$ cat src/hw/rtl/tcw_pkg.sv
// shared types, constants and field widths of the text console writer
package tcw_pkg;

   // default geometry limits and tab spacing
   localparam int TCW_MAX_COLUMNS = 128;
   localparam int TCW_MAX_ROWS    = 32;
   localparam int TCW_TAB_STOP    = 8;

   // item and result field widths
   localparam int MODE_W     = 2;
   localparam int CHAR_W     = 8;
   localparam int COORD_W    = 8;
   localparam int OUT_COL_W  = 7;
   localparam int OUT_ROW_W  = 5;
   localparam int OFFSET_W   = 12;
   localparam int CELL_W     = 16;
   localparam int REQ_DATA_W = 32;
   localparam int RSP_DATA_W = 40;

   // register port
   localparam int CSR_ADDR_W = 2;
   localparam int CSR_DATA_W = 8;
   localparam int COLUMNS_W  = 8;
   localparam int ROWS_W     = 6;
   localparam int COLOR_W    = 4;

   localparam logic [CSR_ADDR_W-1:0] CSR_COLUMNS = 2'd0;
   localparam logic [CSR_ADDR_W-1:0] CSR_ROWS    = 2'd1;
   localparam logic [CSR_ADDR_W-1:0] CSR_FORE    = 2'd2;
   localparam logic [CSR_ADDR_W-1:0] CSR_BACK    = 2'd3;

   localparam logic [COLUMNS_W-1:0] COLUMNS_RESET = 8'd80;
   localparam logic [ROWS_W-1:0]    ROWS_RESET    = 6'd25;
   localparam logic [COLOR_W-1:0]   FORE_RESET    = 4'd7;
   localparam logic [COLOR_W-1:0]   BACK_RESET    = 4'd0;

   // operation codes
   localparam logic [MODE_W-1:0] MODE_PUT   = 2'd0;
   localparam logic [MODE_W-1:0] MODE_SET   = 2'd1;
   localparam logic [MODE_W-1:0] MODE_CLEAR = 2'd2;
   localparam logic [MODE_W-1:0] MODE_READ  = 2'd3;

   // control characters
   localparam logic [CHAR_W-1:0] CHAR_NUL   = 8'h00;
   localparam logic [CHAR_W-1:0] CHAR_BS    = 8'h08;
   localparam logic [CHAR_W-1:0] CHAR_TAB   = 8'h09;
   localparam logic [CHAR_W-1:0] CHAR_NL    = 8'h0A;
   localparam logic [CHAR_W-1:0] CHAR_SPACE = 8'h20;

   // datapath operations issued by the controller
   typedef enum logic [3:0] {
      OP_NONE,
      OP_PUT,
      OP_TAB,
      OP_BACK,
      OP_SET,
      OP_ADVANCE,
      OP_SCROLL_STEP,
      OP_ROW_INIT,
      OP_CLEAR_INIT,
      OP_FILL_STEP,
      OP_READ,
      OP_CAPTURE
   } tcw_op_type;

   typedef struct packed {
      logic       accept;
      logic       load_rsp;
      tcw_op_type op;
   } tcw_cmd_type;

   typedef struct packed {
      logic [MODE_W-1:0] mode;
      logic              is_nul;
      logic              is_bs;
      logic              is_tab;
      logic              is_nl;
      logic              at_home;
      logic              x_last;
      logic              y_last;
      logic              tab_end;
      logic              scroll_done;
      logic              fill_done;
   } tcw_stat_type;

endpackage

$ cat src/hw/rtl/tcw_ctrl.sv
// controller state machine of the text console writer
module tcw_ctrl
   import tcw_pkg::*;
(
   input  logic         clock,
   input  logic         reset,
   input  logic         req_tvalid,
   output logic         req_tready,
   output logic         rsp_tvalid,
   input  logic         rsp_tready,
   input  tcw_stat_type stat,
   output tcw_cmd_type  cmd
);

   localparam logic [2:0] S_WIPE   = 3'd0;
   localparam logic [2:0] S_IDLE   = 3'd1;
   localparam logic [2:0] S_EXEC   = 3'd2;
   localparam logic [2:0] S_TAB    = 3'd3;
   localparam logic [2:0] S_ADV    = 3'd4;
   localparam logic [2:0] S_SCROLL = 3'd5;
   localparam logic [2:0] S_FILL   = 3'd6;
   localparam logic [2:0] S_RDATA  = 3'd7;

   logic [2:0] state_ff, state_in;
   logic       pend_ff, pend_in;
   logic       rsp_valid_ff, rsp_valid_in;
   logic       out_free;
   logic       finish;

   assign out_free   = !rsp_valid_ff || rsp_tready;
   assign req_tready = (state_ff == S_IDLE) && (!pend_ff || out_free);
   assign rsp_tvalid = rsp_valid_ff;

   always_comb begin
      state_in     = state_ff;
      finish       = 1'b0;
      cmd.accept   = 1'b0;
      cmd.load_rsp = 1'b0;
      cmd.op       = OP_NONE;
      unique case (state_ff)
         S_WIPE: begin
            if (stat.fill_done) begin
               state_in = S_IDLE;
            end else begin
               cmd.op = OP_FILL_STEP;
            end
         end
         S_IDLE: begin
            cmd.load_rsp = pend_ff && out_free;
            if (req_tvalid && req_tready) begin
               cmd.accept = 1'b1;
               state_in   = S_EXEC;
            end
         end
         S_EXEC: begin
            unique case (stat.mode)
               MODE_PUT: begin
                  priority if (stat.is_nul) begin
                     finish = 1'b1;
                  end else if (stat.is_bs) begin
                     if (!stat.at_home) begin
                        cmd.op = OP_BACK;
                     end
                     finish = 1'b1;
                  end else if (stat.is_nl) begin
                     cmd.op = OP_ADVANCE;
                     if (stat.y_last) begin
                        state_in = S_SCROLL;
                     end else begin
                        finish = 1'b1;
                     end
                  end else if (stat.is_tab) begin
                     state_in = S_TAB;
                  end else begin
                     cmd.op = OP_PUT;
                     if (stat.x_last) begin
                        state_in = S_ADV;
                     end else begin
                        finish = 1'b1;
                     end
                  end
               end
               MODE_SET: begin
                  cmd.op = OP_SET;
                  finish = 1'b1;
               end
               MODE_CLEAR: begin
                  cmd.op   = OP_CLEAR_INIT;
                  state_in = S_FILL;
               end
               MODE_READ: begin
                  cmd.op   = OP_READ;
                  state_in = S_RDATA;
               end
            endcase
         end
         S_TAB: begin
            cmd.op = OP_TAB;
            if (stat.tab_end) begin
               if (stat.x_last) begin
                  state_in = S_ADV;
               end else begin
                  finish = 1'b1;
               end
            end
         end
         S_ADV: begin
            cmd.op = OP_ADVANCE;
            if (stat.y_last) begin
               state_in = S_SCROLL;
            end else begin
               finish = 1'b1;
            end
         end
         S_SCROLL: begin
            if (stat.scroll_done) begin
               cmd.op   = OP_ROW_INIT;
               state_in = S_FILL;
            end else begin
               cmd.op = OP_SCROLL_STEP;
            end
         end
         S_FILL: begin
            if (stat.fill_done) begin
               finish = 1'b1;
            end else begin
               cmd.op = OP_FILL_STEP;
            end
         end
         S_RDATA: begin
            cmd.op = OP_CAPTURE;
            finish = 1'b1;
         end
         default: begin
            state_in = S_IDLE;
         end
      endcase
      if (finish) begin
         state_in = S_IDLE;
      end
   end

   always_comb begin
      pend_in = pend_ff;
      if (cmd.load_rsp) begin
         pend_in = 1'b0;
      end
      if (finish) begin
         pend_in = 1'b1;
      end
      rsp_valid_in = rsp_valid_ff;
      if (cmd.load_rsp) begin
         rsp_valid_in = 1'b1;
      end else if (rsp_tready) begin
         rsp_valid_in = 1'b0;
      end
   end

   always_ff @(posedge clock) begin
      if (reset) begin
         state_ff     <= S_WIPE;
         pend_ff      <= 1'b0;
         rsp_valid_ff <= 1'b0;
      end else begin
         state_ff     <= state_in;
         pend_ff      <= pend_in;
         rsp_valid_ff <= rsp_valid_in;
      end
   end

endmodule

$ cat config.mk
export PLATFORM = sky130hd
export DESIGN_NAME = tcw_ctrl
export DESIGN_NICKNAME = d
export VERILOG_FILES = /design/src/hw/rtl/tcw_pkg.sv /design/src/hw/rtl/tcw_ctrl.sv
export SDC_FILE = /design/constraint.sdc
export NUM_CORES = 1
export LEC_CHECK = 0
export BUFFER_PORTS_ARGS = -buffer_cell sky130_fd_sc_hd__buf_2
export CAP_MARGIN = 20
export CORE_MARGIN = 5
export CORE_UTILIZATION = 48
export CTS_CLUSTER_DIAMETER = 80
export DETAILED_ROUTE_END_ITERATION = 10
export GPL_TIMING_DRIVEN = 0
export PLACE_DENSITY = 0.89
export SLEW_MARGIN = 0
export SYNTH_ARGS = -nofsm -noshare
export SYNTH_HDL_FRONTEND = slang
export SYNTH_SLANG_ARGS = --single-unit
$ cat constraint.sdc
create_clock -name clock -period 1.6 [get_ports clock]
set_clock_uncertainty 0.1 [all_clocks]
set_input_delay 0.08 -clock clock [delete_from_list [all_inputs] [get_ports clock]]
set_output_delay 0.08 -clock clock [all_outputs]
set_load 0.1 [all_outputs]
==> results.json <==
{
  "first_iter_violations": 92,
  "tightest_slew_ps": 510,
  "failed_checks": "negative setup slack",
  "fin_tns_setup_ps": -1490,
  "start_kind": "register",
  "grt_pass1_wl_um": 5110,
  "required_ps": 1420,
  "synth_top_area_cell": "dfxtp_1",
  "hpwlAfterDp_um": 1530,
  "fin_hold_ws_ps": 294,
  "cts-root-buf": "clkbuf_4",
  "cp-end-kind": "output port",
  "synth_cell_type_count": 42,
  "insertion_delay_ps": 250,
  "synth_area_um2": 686,
  "antenna_found_initial": 0,
  "final_util": 0.864,
  "clkPwrFrac": 0.065,
  "seqPwrFrac": 0.092,
  "synth_edf_count": 0,
  "cpMaxStageDelayCell": "or3b_4",
  "synth_nets": 107,
  "cts_tree": "done",
  "critPathKind": "reg -> out",
  "synth_warnings": 0,
  "share_comb_of_total_power": 0.842,
  "timing.rr.end": "state_ff[0]",
  "ant_nets": 0,
  "synthArstFlopShare": 0,
  "cts.sinks": 5,
  "initial_utilization": 0.514,
  "path_cells": "buf_6 > or3b_4 > nor3b_2 > buf_4 > buf_12",
  "drive_above_1_share": 0.581,
  "path_max_fanout": 6,
  "grt_max_degree": 11,
  "vias": 1026,
  "netlist_instances": 91,
  "hold_violations": 0,
  "rsz0062_at_grt": "yes",
  "critPathLaunch": "state_ff[0]",
  "synth_ff_type": "dfxtp_1",
  "instances_no_fill": 139,
  "syn2layout_area_growth_pct": 68.1,
  "powerDensity_nw_per_um2": 2030,
  "n_antenna_cell": 0,
  "cp-endpoint": "cmd[4]",
  "dieArea_um2": 2280,
  "maxSlewViolCount": 0,
  "min_period_over_period": 1.15,
  "worst_setup_hold_path_clk_slew_ps": 50,
  "place_congestion": 0.834,
  "period_minus_slack_ps": 1840,
  "drt_pass1_iterations": 5,
  "core_area_um2": 1330,
  "switching_share": 0.555,
  "track_usage": 0.322,
  "avgRoutedWirePerCell_um": 24.9,
  "avgSynthCellArea_um2": 7.53,
  "setup_viol": 10,
  "via_per_inst": 7.38,
  "clock.fmax_ghz": 0.544,
  "synthTopCellsByCount": "a21oi_1, nor2_1, o21ai_0, nand2_1, dfxtp_1",
  "dieWidth_um": 47.8,
  "ir_drop_mv": 1.41,
  "synth_area_leaders": "dfxtp_1, a21oi_1, o21ai_0",
  "grt_pass1_vias": 1003,
  "r2r_cells": 6,
  "io_pins": 24,
  "cts_buffer_depth": 2,
  "cts_max_level": 1,
  "run_status": "complete, but fails checks",
  "die-height_um": 47.8,
  "switching_power_mw": 1.30,
  "p_total_mw": 2.34,
  "maxSlewHeadroom": 0.659,
  "overflow": 0,
  "timing.rr.start": "state_ff[0]",
  "synth_seq_cells": 5,
  "fin_ws_ps": -238,
  "port-buffer-count": 23,
  "hp-class": "in -> reg",
  "dpl.cell_count": 129,
  "r2r_slack_ps": -140,
  "route.final.wire_length_um": 3460,
  "crit_path_max_incr_delay_ps": 430,
  "synth_top_area_frac": 0.146,
  "rows": 13,
  "n_fill_cell": 57,
  "power.leakage_nw": 0.434,
  "yosysSeqAreaShare": 0.146,
  "cp.arrival_ps": 1660,
  "power.internal_mw": 1.04,
  "nets": 141,
  "cap_violations": 0,
  "cts-buffers-inserted": 3,
  "drc": 0
}
metrics by stage:
stage / worst slack, ps / area, µm²
6_report: -238 / 1150
5_1_grt: -278 / 1150
4_1_cts: -167 / 1110
3_5_place_dp: -212 / 875
3_3_place_gp: -183 / 875
2_1_floorplan: -463 / 741
timing repair:
| item | in CTS | in global routing |
|---|---|---|
| setup buffers | 6 | 0 |
| pin swaps | 3 | 4 |
| hold endpoints to repair | 3 | 0 |
| hold buffers | 1 | 0 |
| gates resized for setup | 42 | 13 |
| endpoints found under the setup margin | 8 | 11 |
metal layers:
metal  vias to the layer above  track usage  wire [µm]
met1                       449        0.440       1190
met3                        41       0.0639        455
met5                         -            0          0
met2                       123        0.472       1550
li1                        413            -          -
met4                         0        0.167        265
worst min-delay path by stage:
stage / end / cells past startpoint / slack (ps) / from
global route: state_ff[1] / 4 / 320 / req_tvalid
CTS: rsp_tvalid / 4 / 190 / rsp_tready
floorplan: state_ff[0] / 1 / 40 / reset
global placement: state_ff[0] / 2 / 180 / reset
finish: rsp_tvalid / 4 / 290 / rsp_tready
detailed placement: state_ff[0] / 2 / 190 / reset
cell families (layout without fill, tap and decap cells):
logic type,after synthesis,count (layout),synth area share
AND/OR/NAND/NOR,44,44,0.423
AO/OA/AOI/OAI,33,33,0.336
buffers and inverters,8,41,0.0785
flip-flops,5,5,0.146
multiplexers,1,1,0.0164
layout make-up:
class	count	area (µm²)	area share
buffer	6	57.6	0.0499
clock buffer	4	26.3	0.0228
inverter	2	7.51	0.00651
multi-input combinational	78	667	0.579
sequential	5	108	0.0934
tap	15	18.8	0.0163
timing repair buffer	29	268	0.232
registers in the layout (all words and copies together) (netlist names):
signal and flops:
state_ff 3, pend_ff 1, rsp_tvalid 1
worst max-delay path: cells and delay by family, from the launching register on:
family	cells	cell delay (ps)
buffers and inverters	3	440
AND/OR/NAND/NOR	2	620
flip-flops	1	340
cell usage in the layout (no fill, tap or decap), types with 2 or more instances in the layout:
| master | instances |
|---|---|
| a31oi_1 | 3 |
| buf_2 | 16 |
| nor2_2 | 2 |
| clkbuf_4 | 3 |
| a21oi_1 | 4 |
| buf_12 | 7 |
| nor3b_1 | 2 |
| nor2b_1 | 4 |
| dfxtp_2 | 3 |
| o22ai_4 | 2 |
| nor3b_2 | 2 |
| o21ai_2 | 2 |
| inv_1 | 2 |
| o21ai_0 | 4 |
| nand2_1 | 3 |
| nor2_1 | 6 |
| a21oi_2 | 2 |
| o21ai_1 | 2 |
| and2_4 | 2 |
| a21oi_4 | 3 |
| nor3_1 | 2 |
| and3_1 | 2 |
| buf_6 | 4 |
| nand2b_1 | 2 |
| buf_4 | 6 |
| nand2_2 | 2 |
power groups by stage:
stage,combinational [mW],clock (mW),sequential [mW]
4_1_cts,1.76,0.155,0.204
2_1_floorplan,1.15,0,0.209
3_3_place_gp,1.34,0,0.202
5_1_grt,2.03,0.161,0.218
3_5_place_dp,1.35,0,0.205
6_report,1.97,0.152,0.216
(Power assumes the default switching activity.)
